File: src/sv/mme_pkg.sv
package mme_pkg;

    localparam int unsigned OPERAND_WIDTH_DEF = 31;

    typedef enum logic [4:0] {
        ST_IDLE   = 5'b00001,
        ST_REDUCE = 5'b00010,
        ST_MUL    = 5'b00100,
        ST_SQR    = 5'b01000,
        ST_DONE   = 5'b10000
    } t_state;

endpackage

File: src/sv/mme_mulmod.sv
module mme_mulmod
    import mme_pkg::*;
#(
    parameter int unsigned OPERAND_WIDTH = OPERAND_WIDTH_DEF
) (
    input  logic                     i_clk,
    input  logic                     i_rst_n,
    input  logic                     i_start,
    input  logic [OPERAND_WIDTH-1:0] i_a,
    input  logic [OPERAND_WIDTH-1:0] i_b,
    input  logic [OPERAND_WIDTH-1:0] i_m,
    output logic                     o_busy,
    output logic                     o_done,
    output logic [OPERAND_WIDTH-1:0] o_result
);

    localparam int unsigned W  = OPERAND_WIDTH;
    localparam int unsigned CW = $clog2(W);

    logic [W-1:0]  r_a;
    logic [W-1:0]  r_b;
    logic [W-1:0]  r_r;
    logic [CW-1:0] r_cnt;
    logic          r_busy;
    logic          r_done;

    logic [W+1:0]  dbl_sum;
    logic [W+1:0]  m1;
    logic [W+1:0]  m2;
    logic [W+1:0]  n_r;

    // Horner step over the multiplier bits, MSB first: r = (2r + bit*a) mod m.
    // With r, a < m the sum stays below 3m, so at most 2m is taken off.
    always_comb begin
        m1      = {2'b00, i_m};
        m2      = {1'b0, i_m, 1'b0};
        dbl_sum = {1'b0, r_r, 1'b0} + (r_b[W-1] ? {2'b00, r_a} : '0);
        if (dbl_sum >= m2) begin
            n_r = dbl_sum - m2;
        end else if (dbl_sum >= m1) begin
            n_r = dbl_sum - m1;
        end else begin
            n_r = dbl_sum;
        end
    end

    always_ff @(posedge i_clk) begin
        if (!i_rst_n) begin
            r_busy <= 1'b0;
            r_done <= 1'b0;
        end else begin
            r_done <= 1'b0;
            if (i_start && !r_busy) begin
                r_busy <= 1'b1;
            end else if (r_busy && r_cnt == '0) begin
                r_busy <= 1'b0;
                r_done <= 1'b1;
            end
        end
    end

    always_ff @(posedge i_clk) begin
        if (i_start && !r_busy) begin
            r_a   <= i_a;
            r_b   <= i_b;
            r_r   <= '0;
            r_cnt <= CW'(W - 1);
        end else if (r_busy) begin
            r_r   <= n_r[W-1:0];
            r_b   <= {r_b[W-2:0], 1'b0};
            r_cnt <= r_cnt - 1'b1;
        end
    end

    assign o_busy   = r_busy;
    assign o_done   = r_done;
    assign o_result = r_r;

endmodule

File: src/sv/modular_exponentiation.sv
// Channel   Direction  Handshake            Payload
// input     in         i_valid / o_ready    i_base, i_exponent
// result    out        o_valid / i_ready    o_power_mod
// config    in         i_cfg_we             i_cfg_wdata (modulus)
//
// One item at a time. Each modular product runs in the shared bit-serial multiply-reduce
// unit. An item needs one product for the base reduction, one per set exponent bit and
// one square per bit below the top set bit, so at most 2 * W products per item.
// An exponent of zero gives its result in the cycle after acceptance. The result stays
// valid until taken, and o_ready is low from acceptance until then. Reset is
// synchronous and sets the modulus to 1.
module modular_exponentiation
    import mme_pkg::*;
#(
    parameter int unsigned OPERAND_WIDTH = OPERAND_WIDTH_DEF
) (
    input  logic                     i_clk,
    input  logic                     i_rst_n,
    input  logic                     i_cfg_we,
    input  logic [OPERAND_WIDTH-1:0] i_cfg_wdata,
    input  logic                     i_valid,
    output logic                     o_ready,
    input  logic [OPERAND_WIDTH-1:0] i_base,
    input  logic [OPERAND_WIDTH-1:0] i_exponent,
    output logic                     o_valid,
    input  logic                     i_ready,
    output logic [OPERAND_WIDTH-1:0] o_power_mod
);

    localparam int unsigned W = OPERAND_WIDTH;
    localparam logic [W-1:0] ONE = W'(1);

    t_state       r_state;
    t_state       n_state;
    logic [W-1:0] r_modulus;
    logic [W-1:0] r_base;
    logic [W-1:0] r_exp;
    logic [W-1:0] r_acc;
    logic [W-1:0] r_sq;
    logic         r_start;
    logic         n_start;

    logic [W-1:0] m_eff;
    logic [W-1:0] mm_a;
    logic [W-1:0] mm_b;
    logic         mm_busy;
    logic         mm_done;
    logic [W-1:0] mm_res;
    logic [W-1:0] exp_next;

    // A modulus of zero acts as a modulus of one.
    assign m_eff    = (r_modulus == '0) ? ONE : r_modulus;
    assign exp_next = {1'b0, r_exp[W-1:1]};

    always_comb begin
        unique case (r_state)
            ST_REDUCE: begin
                mm_a = ONE;
                mm_b = r_base;
            end
            ST_MUL: begin
                mm_a = r_acc;
                mm_b = r_sq;
            end
            default: begin
                mm_a = r_sq;
                mm_b = r_sq;
            end
        endcase
    end

    mme_mulmod #(
        .OPERAND_WIDTH(W)
    ) u_mulmod (
        .i_clk    (i_clk),
        .i_rst_n  (i_rst_n),
        .i_start  (r_start),
        .i_a      (mm_a),
        .i_b      (mm_b),
        .i_m      (m_eff),
        .o_busy   (mm_busy),
        .o_done   (mm_done),
        .o_result (mm_res)
    );

    always_comb begin
        n_state = r_state;
        n_start = 1'b0;
        unique case (r_state)
            ST_IDLE: begin
                if (i_valid) begin
                    if (i_exponent == '0) begin
                        n_state = ST_DONE;
                    end else begin
                        n_state = ST_REDUCE;
                        n_start = 1'b1;
                    end
                end
            end
            ST_REDUCE: begin
                if (mm_done) begin
                    n_state = r_exp[0] ? ST_MUL : ST_SQR;
                    n_start = 1'b1;
                end
            end
            ST_MUL: begin
                if (mm_done) begin
                    if (exp_next == '0) begin
                        n_state = ST_DONE;
                    end else begin
                        n_state = ST_SQR;
                        n_start = 1'b1;
                    end
                end
            end
            ST_SQR: begin
                // The remaining exponent is nonzero here, so another product follows.
                if (mm_done) begin
                    n_state = exp_next[0] ? ST_MUL : ST_SQR;
                    n_start = 1'b1;
                end
            end
            ST_DONE: begin
                if (i_ready) begin
                    n_state = ST_IDLE;
                end
            end
            default: begin
                n_state = ST_IDLE;
            end
        endcase
    end

    always_ff @(posedge i_clk) begin
        if (!i_rst_n) begin
            r_state   <= ST_IDLE;
            r_start   <= 1'b0;
            r_modulus <= ONE;
        end else begin
            r_state <= n_state;
            r_start <= n_start;
            if (i_cfg_we) begin
                r_modulus <= i_cfg_wdata;
            end
        end
    end

    always_ff @(posedge i_clk) begin
        if (r_state == ST_IDLE && i_valid) begin
            r_base <= i_base;
            r_exp  <= i_exponent;
            r_acc  <= ONE;
        end else if (mm_done) begin
            if (r_state == ST_MUL) begin
                r_acc <= mm_res;
            end else begin
                r_sq <= mm_res;
            end
            if (r_state == ST_SQR) begin
                r_exp <= exp_next;
            end
        end
    end

    assign o_ready     = (r_state == ST_IDLE);
    assign o_valid     = (r_state == ST_DONE);
    assign o_power_mod = r_acc;

    a_result_reduced: assert property (@(posedge i_clk) disable iff (!i_rst_n)
        o_valid |-> (o_power_mod < m_eff || o_power_mod == ONE))
        else $error("result not reduced below the modulus");

    a_unit_idle_outside: assert property (@(posedge i_clk) disable iff (!i_rst_n)
        (r_state == ST_IDLE || r_state == ST_DONE) |-> !mm_busy)
        else $error("multiply unit busy while no item is in work");

    a_accept_leaves_idle: assert property (@(posedge i_clk) disable iff (!i_rst_n)
        (i_valid && o_ready) |=> !o_ready)
        else $error("block ready again right after accepting an item");

    a_done_while_working: assert property (@(posedge i_clk) disable iff (!i_rst_n)
        mm_done |-> (r_state == ST_REDUCE || r_state == ST_MUL || r_state == ST_SQR))
        else $error("product finished outside a compute state");

endmodule

File: config.mk
export PLATFORM = sky130hd
export DESIGN_NAME = modular_exponentiation
export DESIGN_NICKNAME = d
export VERILOG_FILES = /design/src/sv/mme_pkg.sv /design/src/sv/mme_mulmod.sv /design/src/sv/modular_exponentiation.sv
export SDC_FILE = /design/constraint.sdc
export NUM_CORES = 1
export LEC_CHECK = 0
export ABC_AREA = 1
export BUFFER_PORTS_ARGS = -buffer_cell sky130_fd_sc_hd__buf_2
export CAP_MARGIN = 20
export CORE_ASPECT_RATIO = 0.6
export CORE_MARGIN = 2
export CORE_UTILIZATION = 55
export CTS_CLUSTER_DIAMETER = 200
export CTS_CLUSTER_SIZE = 20
export DETAILED_ROUTE_END_ITERATION = 8
export PLACE_DENSITY = 0.73
export SLEW_MARGIN = 20
export SYNTH_ARGS = -nofsm -noshare
export SYNTH_HDL_FRONTEND = slang
export SYNTH_SLANG_ARGS = --single-unit
File: constraint.sdc
create_clock -name i_clk -period 6 [get_ports i_clk]
set_input_delay 1.5 -clock i_clk [delete_from_list [all_inputs] [get_ports i_clk]]
set_output_delay 1.5 -clock i_clk [all_outputs]
set_load 0.02 [all_outputs]
==> results of run 1 <==
-- per-layer routing --
layer	vias to the layer above	track usage (%)	part of all wire (%)
met4	0	3.65	1.1
met3	37	3.73	7.9
li1	7045	-	-
met2	533	41.3	39
met5	-	0	0
met1	6698	48.4	52
-- tightest hold or removal path: cells and delay by family (launching register included) --
family / cells / cell delay, ns
flops: 1 / 0.32
buf+inv: 1 / 0.06
compound gates: 1 / 0.05
-- layout make-up --
class / count / area [um^2] / area share (%)
multi-input cells: 1472 / 7940 / 45.6
flip-flops and latches: 261 / 6780 / 38.9
inverters: 233 / 880 / 5.05
repair buffers: 158 / 871 / 5.00
well taps: 375 / 469 / 2.69
clock buffers: 28 / 468 / 2.69
clock inverters: 1 / 20.0 / 0.115
-- logic make-up (layout without fill, tap and decap cells) --
kind of cell	after synthesis	after routing	synth area share, %
xor+xnor	69	69	3.81
compound gates	444	444	15.0
fa+ha+maj	95	95	7.64
simple gates	863	864	23.3
flops	261	261	42.8
buf+inv	298	420	7.46
-- cell usage in the layout, fill, tap and decap left out, types with 6 or more instances in the layout --
master / Yosys / final
a21oi_1: 170 / 170
a31oi_1: 7 / 7
buf_2: 5 / 131
buf_4: 4 / 26
clkbuf_1: 49 / 10
clkbuf_16: 0 / 17
dfxtp_1: 106 / 106
edfxtp_1: 155 / 155
ha_1: 92 / 92
inv_1: 223 / 223
inv_2: 6 / 7
nand2_1: 541 / 540
nand2_2: 7 / 8
nand2_4: 7 / 8
nand3_1: 84 / 84
nand3_2: 6 / 6
nand3b_1: 17 / 17
nand4_1: 24 / 24
nor2_1: 125 / 122
nor3_1: 21 / 19
nor4_1: 21 / 21
o211ai_1: 6 / 6
o21a_1: 6 / 6
o21ai_0: 209 / 208
o21ai_1: 9 / 9
xnor2_1: 27 / 27
xor2_1: 42 / 42
-- flip-flops by register name, indices dropped and copies added, names as in the netlist, 5 cells and up --
name               count
r_modulus             31
o_power_mod           31
r_sq                  31
u_mulmod.r_a          31
u_mulmod.r_cnt         5
r_exp                 31
u_mulmod.o_result     31
u_mulmod.r_b          31
r_state                5
r_base                31
-- metrics by stage --
step           setup WS (ns)  instances  hold slack (ns)  instance area [um^2]  utilization (%)
6_report               0.407       2528            0.468                 17400             61.1
5_1_grt               0.0218       2528            0.502                 17400             61.1
4_1_cts                0.412       2522            0.466                 17400             60.8
3_5_place_dp           0.442       2493            0.453                 16900             59.1
3_3_place_gp           0.580       2493            0.449                 16900             59.1
2_1_floorplan           1.48       2030            0.431                 15800                -
-- worst paths after layout --
check	startpoint	endpoint	slack, ns
min reg2reg	o_power_mod[17]	o_power_mod[17]	0.47
max	u_mulmod.r_b[30]	u_mulmod.o_result[30]	0.41
max reg2reg	u_mulmod.r_b[30]	u_mulmod.o_result[30]	0.41
min	o_power_mod[17]	o_power_mod[17]	0.47
-- what timing repair did --
action	in CTS	in global routing
hold endpoints to repair	0	0
setup endpoints to repair	0	31
setup buffers	0	5
resized for setup	0	4
==> reports/metrics.yaml, run 1 <==
logic_synthesis:
  synth.top_cell.area_share_pct: 29.4
  yosysSeqAreaShare_pct: 42.8
  synth_edf_count: 155
  synth-seq-cells: 261
  yosys_warnings: 0
  synth_nets: 2223
  yosysUniqueCellTypes: 55
  netlist_area_um2: 15800
  netlist_top_cells_area: "edfxtp_1 (29%), dfxtp_1 (13%), nand2_1 (13%)"
  synthArstFlopShare_pct: 0
  syn_inst: 2030
  yosys-top-cells-count: "nand2_1 (541), inv_1 (223), o21ai_0 (209), a21oi_1 (170), edfxtp_1 (155)"
  syn_area_per_cell_um2: 7.81
  synthFlopType: "edfxtp_1"
  yosysTopAreaCell: "edfxtp_1"
  yosysMostFrequentCell: "nand2_1"
grt:
  antenna_found_initial: 1
  grt_pass1_wl_um: 70000
  gr-total-overflow: 0
  grt_use_total_pct: 29.3
  grt_max_degree: 71
  first_global_vias: 12571
worst_setup_path:
  crit_cells: 34
  start_kind: "register"
  critPathBufInv: 7
  cp_slowest_cell: "edfxtp_1"
  cp_data_required_time_ns: 6.46
  worstRegToRegCells: 34
  cpMostUsedCell: "nand2_1"
  end_kind: "register"
  critPathKind: "reg2reg"
  path_delay_family: "simple AND/OR/NAND/NOR gates"
  cp_max_fo: 26
  cp.arrival_ns: 6.06
  max_stage_delay_ns: 0.51
timing:
  layout_min_cycle_time_ns: 5.59
  slew_headroom_pct: 49.8
  grt_setup_unrepaired: "no"
  setup_tns_ns: 0
  maxSlewViolCount: 0
  min_period_over_period_pct: 93.2
  hold_viol_final: 0
  fmax_mhz: 179
  worst_pin_slew_ns: 0.746
  finalSetupViolations: 0
  finalClockSkew_ns: 0.0367
placement:
  gp_congestion: 0.940
  portBuffers: 130
  detailedPlacementHpwl_um: 34900
die:
  ioPinCount: 131
  start_util_pct: 55.6
  core.rowCount: 48
  fp.dieH_um: 135
  die-area_um2: 30200
  fp.dieW_um: 223
  core_um2: 28500
clock_network:
  insertion_delay_ns: 0.51
  holdBufCountCts: 0
  cts_buffer_depth: 3
  cts_root_buf: "clkbuf_16"
  cts_tree: "done"
  numClockSinks: 261
  numCtsBuffers: 17
  htreeDepth: 1
  clkTransAtPathRegs_ns: 0.10
cells_and_area:
  fillCellCount: 2550
  drive_above_1_share_pct: 10.7
  area_growth_pct: 9.97
  diodes: 0
  final_nets: 2336
drt:
  detail_route.wl_per_cell_um: 17.8
  vias: 14313
  drc_errors: 0
  drtPass1Iterations: 5
  drt_first_iter_violations: 1534
  final_antenna_net_count: 0
  wl_um: 44900
  via_per_inst: 5.66
run_status:
  outcome: "complete, no violations"
hold_path:
  min_delay_path_depth: 2
  hold_path_class: "reg2reg"
run:
  maxCapViolations: 0
Power of run 1 is not shown: default switching activity piles up to over one toggle a cycle in this logic, so the estimate is an artifact.
==> inputs of run 2 (changes only) <==
--- a/config.mk
+++ b/config.mk
@@ -10,11 +10,11 @@
 export CAP_MARGIN = 20
 export CORE_ASPECT_RATIO = 0.6
 export CORE_MARGIN = 2
-export CORE_UTILIZATION = 55
+export CORE_UTILIZATION = 61
 export CTS_CLUSTER_DIAMETER = 200
 export CTS_CLUSTER_SIZE = 20
 export DETAILED_ROUTE_END_ITERATION = 8
-export PLACE_DENSITY = 0.73
+export PLACE_DENSITY = 0.82
 export SLEW_MARGIN = 20
 export SYNTH_ARGS = -nofsm -noshare
 export SYNTH_HDL_FRONTEND = slang
==> constraint.sdc (replaced) <==
create_clock -name i_clk -period 6.4 [get_ports i_clk]
set_input_delay 1.6 -clock i_clk [delete_from_list [all_inputs] [get_ports i_clk]]
set_output_delay 1.6 -clock i_clk [all_outputs]
set_load 0.02 [all_outputs]
==> reports/metrics.yaml, run 2 (synthesized netlist as in run 1, its figures left out) <==
run_status:
  outcome: "finished with violations"
  failed_checks: "DRC"
grt:
  busiest_layer: "met1"
  grt_pass1_wl_um: 70400  # +0.59%
  grt_max_degree: 71  # unchanged
  use_met3_pct: 6.93  # +3.2 points
  grt_use_total_pct: 32.8  # +3.5 points
  met1_usage_pct: 51.3  # +2.9 points
  use_met2_pct: 47.4  # +6.2 points
  first_global_vias: 13177  # +4.8%
  antenna_found_initial: 0  # -1
  gr-total-overflow: 0  # unchanged
drt:
  drt_first_iter_violations: 1538  # +0.26%
  via_per_inst: 5.78  # +2.1%
  final_antenna_net_count: 0  # unchanged
  vias: 14425  # +0.78%
  wl_um: 44000  # -2.0%
  drc_errors: 1  # +1
  detail_route.wl_per_cell_um: 17.6  # -0.77%
  drtPass1Iterations: 8  # +3
run:
  maxCapViolations: 0  # unchanged
timing:
  setup_tns_ns: 0  # unchanged
  min_period_over_period_pct: 91.7  # -1.5 points
  layout_min_cycle_time_ns: 5.87  # +0.278 ns
  slew_headroom_pct: 29.6  # -20 points
  worst_pin_slew_ns: 1.05  # +0.305 ns
  grt_setup_unrepaired: "no"
  fmax_mhz: 170  # -4.7%
  maxSlewViolCount: 0  # unchanged
  hold_viol_final: 0  # unchanged
  finalSetupViolations: 0  # unchanged
  finalClockSkew_ns: 0.0335  # -0.00314 ns
  hold_slack_ns: 0.470  # +0.00203 ns
clock_network:
  cts_setup_buffers: 0  # unchanged
  cts_buffer_depth: 3  # unchanged
  numClockSinks: 261  # unchanged
  insertion_delay_ns: 0.52  # about the same
  cts_root_buf: "clkbuf_16"
  cts_resized: 0  # unchanged
  htreeDepth: 1  # unchanged
  cts_tree: "done"
  clkTransAtPathRegs_ns: 0.08  # -0.02 ns
  numCtsBuffers: 17  # unchanged
  holdBufCountCts: 0  # unchanged
cells_and_area:
  multi_input_area_um2: 7920  # -0.33%
  final_util_pct: 68.3  # +7.2 points
  final_nets: 2326  # -0.43%
  drive_above_1_share_pct: 10.3  # -0.47 points
  most-common-layout-cells: "nand2_1 (540), inv_1 (222), o21ai_0 (208)"
  diodes: 0  # unchanged
  area_growth_pct: 9.37
  fillCellCount: 2154  # -16%
  final_common_cell: "nand2_1"
  seqCellArea_um2: 6780  # unchanged
worst_setup_path:
  cpMostUsedCell: "nand2_1"
  rrSetupSlack_ns: 0.53  # +0.12 ns
  max_stage_delay_ns: 0.47  # -0.04 ns
  start_kind: "register"
  cp_slowest_cell: "nor3_1"
  critPathBufInv: 5  # -2
  path_delay_family: "simple AND/OR/NAND/NOR gates"
  cp_max_fo: 37  # +42%
  critPathKind: "reg2reg"
  end_kind: "register"
  cp_data_required_time_ns: 6.84  # +0.38 ns
  cp.arrival_ns: 6.31  # +0.25 ns
placement:
  gp_congestion: 0.980  # +4.3%
  detailedPlacementHpwl_um: 33700  # -3.6%
  portBuffers: 130  # unchanged
die:
  core.rowCount: 45  # -6.3%
  fp.dieH_um: 129  # -4.9%
  die-area_um2: 27300  # -9.6%
  ioPinCount: 131  # unchanged
  core_um2: 25400  # -11%
  fp.dieW_um: 212  # -5.0%
  start_util_pct: 62.4  # +6.9 points
hold_path:
  hold_path_class: "reg2reg"
run 2: cell types whose count changed in the layout (fill, tap and decap cells not counted), sizes merged:
| cell | delta |
|---|---|
| buf | -9 |
| bufinv | +1 |
| nand2 | -1 |
| clkbuf | -1 |
| clkinv | +1 |
run 2: layout make-up:
type,count,area share [%]
multi-input cells,1471,45.7
clock inverters,3,0.267
repair buffers,149,4.67
flip-flops and latches,261,39.1
inverters,233,5.07
well taps,352,2.54
clock buffers,27,2.67
run 2: worst paths after layout:
path	start	endpoint	cells after the start
max	u_mulmod.r_b[30]	u_mulmod.o_result[28]	31
min reg2reg	o_power_mod[11]	o_power_mod[11]	2
max reg2reg	u_mulmod.r_b[30]	u_mulmod.o_result[28]	31
min	o_power_mod[11]	o_power_mod[11]	2
run 2: tightest hold or removal path: cells and delay by family (launching register included):
family | cells | cell delay, ns
AOI/OAI and AO/OA | 1 | 0.06
buffers and inverters | 1 | 0.06
DFF | 1 | 0.31
run 2: metrics by stage:
| stage | setup WS [ns] | cells | cell area [um^2] |
|---|---|---|---|
| global route | 0.0743 | 2496 | 17300 |
| finish | 0.529 | 2496 | 17300 |
| CTS | 0.437 | 2494 | 17300 |
| floorplan | 1.78 | 2030 | 15800 |
| global placement | 0.613 | 2464 | 16800 |
| detailed placement | 0.468 | 2464 | 16800 |
run 2: per-layer routing:
| layer | vias up | wire length [um] |
|---|---|---|
| met5 | - | 0 |
| met4 | 0 | 462 |
| met3 | 42 | 4390 |
| met2 | 637 | 18000 |
| met1 | 6705 | 21200 |
| li1 | 7041 | - |
Power of run 2 is left out for the same reason.
==> inputs of run 3 (changes only) <==
--- a/config.mk
+++ b/config.mk
@@ -6,7 +6,6 @@
 export NUM_CORES = 1
 export LEC_CHECK = 0
 export ABC_AREA = 1
-export BUFFER_PORTS_ARGS = -buffer_cell sky130_fd_sc_hd__buf_2
 export CAP_MARGIN = 20
 export CORE_ASPECT_RATIO = 0.6
 export CORE_MARGIN = 2
@@ -14,7 +13,8 @@
 export CTS_CLUSTER_DIAMETER = 200
 export CTS_CLUSTER_SIZE = 20
 export DETAILED_ROUTE_END_ITERATION = 8
-export PLACE_DENSITY = 0.82
+export DONT_BUFFER_PORTS = 1
+export PLACE_DENSITY = 0.78
 export SLEW_MARGIN = 20
 export SYNTH_ARGS = -nofsm -noshare
 export SYNTH_HDL_FRONTEND = slang
==> reports/metrics.yaml, run 3 (synthesized netlist as in run 1, its figures left out) <==
die:
  die-area_um2: 27300  # unchanged
  core_um2: 25400  # unchanged
  fp.dieW_um: 212  # unchanged
  fp.dieH_um: 129  # unchanged
  start_util_pct: 62.4  # unchanged
  ioPinCount: 131  # unchanged
  core.rowCount: 45  # unchanged
cells_and_area:
  final_nets: 2197  # -5.5%
  area_growth_pct: 5.33
  drive_above_1_share_pct: 4.47  # -5.8 points
  final_common_cell: "nand2_1"
  most-common-layout-cells: "nand2_1 (540), inv_1 (222), o21ai_0 (208)"
  diodes: 0  # unchanged
clock_network:
  cts_resized: 0  # unchanged
  holdBufCountCts: 0  # unchanged
  numClockSinks: 261  # unchanged
  cts_setup_buffers: 0  # unchanged
  htreeDepth: 1  # unchanged
  numCtsBuffers: 17  # unchanged
  cts_buffer_depth: 3  # unchanged
  insertion_delay_ns: 0.51  # about the same
  cts_tree: "done"
  cts_root_buf: "clkbuf_16"
  clkTransAtPathRegs_ns: 0.09  # about the same
grt:
  gr-total-overflow: 0  # unchanged
  first_global_vias: 12393  # -5.9%
  antenna_found_initial: 1  # +1
  grt_use_total_pct: 32.1  # -0.68 points
  grt_pass1_wl_um: 68300  # -2.9%
  grt_max_degree: 71  # unchanged
drt:
  drt_first_iter_violations: 1515  # -1.5%
  drtPass1Iterations: 5  # -3
  wl_met2_um: 17300  # -3.7%
  wl_um: 43700  # -0.75%
  m1WireLength_um: 21600  # +1.9%
  routed.top_layer: "met4"
  vias: 13818  # -4.2%
  drc_errors: 0  # -1
  via_per_inst: 5.84  # +1.1%
  detail_route.wl_per_cell_um: 18.5  # +4.7%
  final_antenna_net_count: 0  # unchanged
  dr_wl_met3_um: 4200  # -4.3%
timing:
  slew_headroom_pct: 28.7  # -0.95 points
  fmax_mhz: 172  # +0.77%
  grt_setup_unrepaired: "no"
  finalSetupViolations: 0  # unchanged
  min_period_over_period_pct: 91.0  # -0.70 points
  maxSlewViolCount: 0  # unchanged
  layout_min_cycle_time_ns: 5.83  # -0.0446 ns
  worst_pin_slew_ns: 1.07  # +0.0142 ns
  hold_viol_final: 0  # unchanged
  setup_tns_ns: 0  # unchanged
  finalClockSkew_ns: 0.0215  # -0.0120 ns
worst_setup_path:
  cp.arrival_ns: 6.28  # -0.03 ns
  crit_start: "u_mulmod.r_b[30]"
  cp_data_required_time_ns: 6.85  # about the same
  end_kind: "register"
  critPathKind: "reg2reg"
  cp_max_fo: 37  # unchanged
  max_stage_delay_ns: 0.64  # +0.17 ns
  r2r_start: "u_mulmod.r_b[30]"
  start_kind: "register"
  cpMostUsedCell: "nand2_1"
  cp_slowest_cell: "edfxtp_1"
placement:
  gp_congestion: 0.937  # -4.4%
  detailedPlacementHpwl_um: 33800  # +0.45%
  portBuffers: 0  # -100%
hold_path:
  hold_path_startpoint: "r_modulus[0]"
  hold_path_class: "reg2reg"
run:
  maxCapViolations: 0  # unchanged
run_status:
  outcome: "complete, no violations"
-- run 3: changes by cell type in the layout (fill, tap and decap cells not counted) --
| cell | delta |
|---|---|
| buf_4 | +1 |
| buf_2 | -130 |
| buf_8 | +1 |
| buf_12 | -1 |
| inv_6 | -1 |
| buf_6 | -1 |
| buf_16 | +1 |
-- run 3: area by class of cell --
class | count | area (um^2)
Fill cell | 2209 | 8700
Multi-Input combinational cell | 1471 | 7920
Sequential cell | 261 | 6780
Inverter | 233 | 880
Clock buffer | 27 | 463
Tap cell | 352 | 440
Timing Repair Buffer | 20 | 178
Clock inverter | 2 | 37.5
-- run 3: final timing paths --
kind / slack (ns) / cells past startpoint / end
min reg2reg: 0.48 / 2 / r_modulus[0]
min: 0.48 / 2 / r_modulus[0]
max reg2reg: 0.57 / 31 / u_mulmod.o_result[26]
max: 0.57 / 31 / u_mulmod.o_result[26]
-- run 3: through the flow --
stage               instance area, um^2  utilization, %  cells  worst slack (ns)  hold slack (ns)
floorplan                         15800               -   2030              1.78            0.431
global placement                  16100            63.6   2335             0.943            0.453
detailed placement                16100            63.6   2335             0.846            0.464
CTS                               16600            65.6   2364             0.812            0.487
global route                      16700            65.7   2366             0.127            0.508
finish                            16700            65.7   2366             0.574            0.484
-- run 3: critical path, delay by kind of cell (launching register included) --
family,cells,cell delay (ns)
DFF,1,0.64
xor gates and xnor gates,1,0.21
buffers and inverters,4,0.63
and+or+nand+nor,21,2.99
AOI/OAI and AO/OA,3,0.55
adders and majority gates,2,0.71
-- run 3: per-layer routing --
metal / vias up / global-route usage (%)
met2: 614 / 45.0
li1: 6784 / -
met1: 6386 / 51.6
met5: - / 0
met3: 34 / 5.93
met4: 0 / 5.26
Power of run 3 is left out for the same reason.
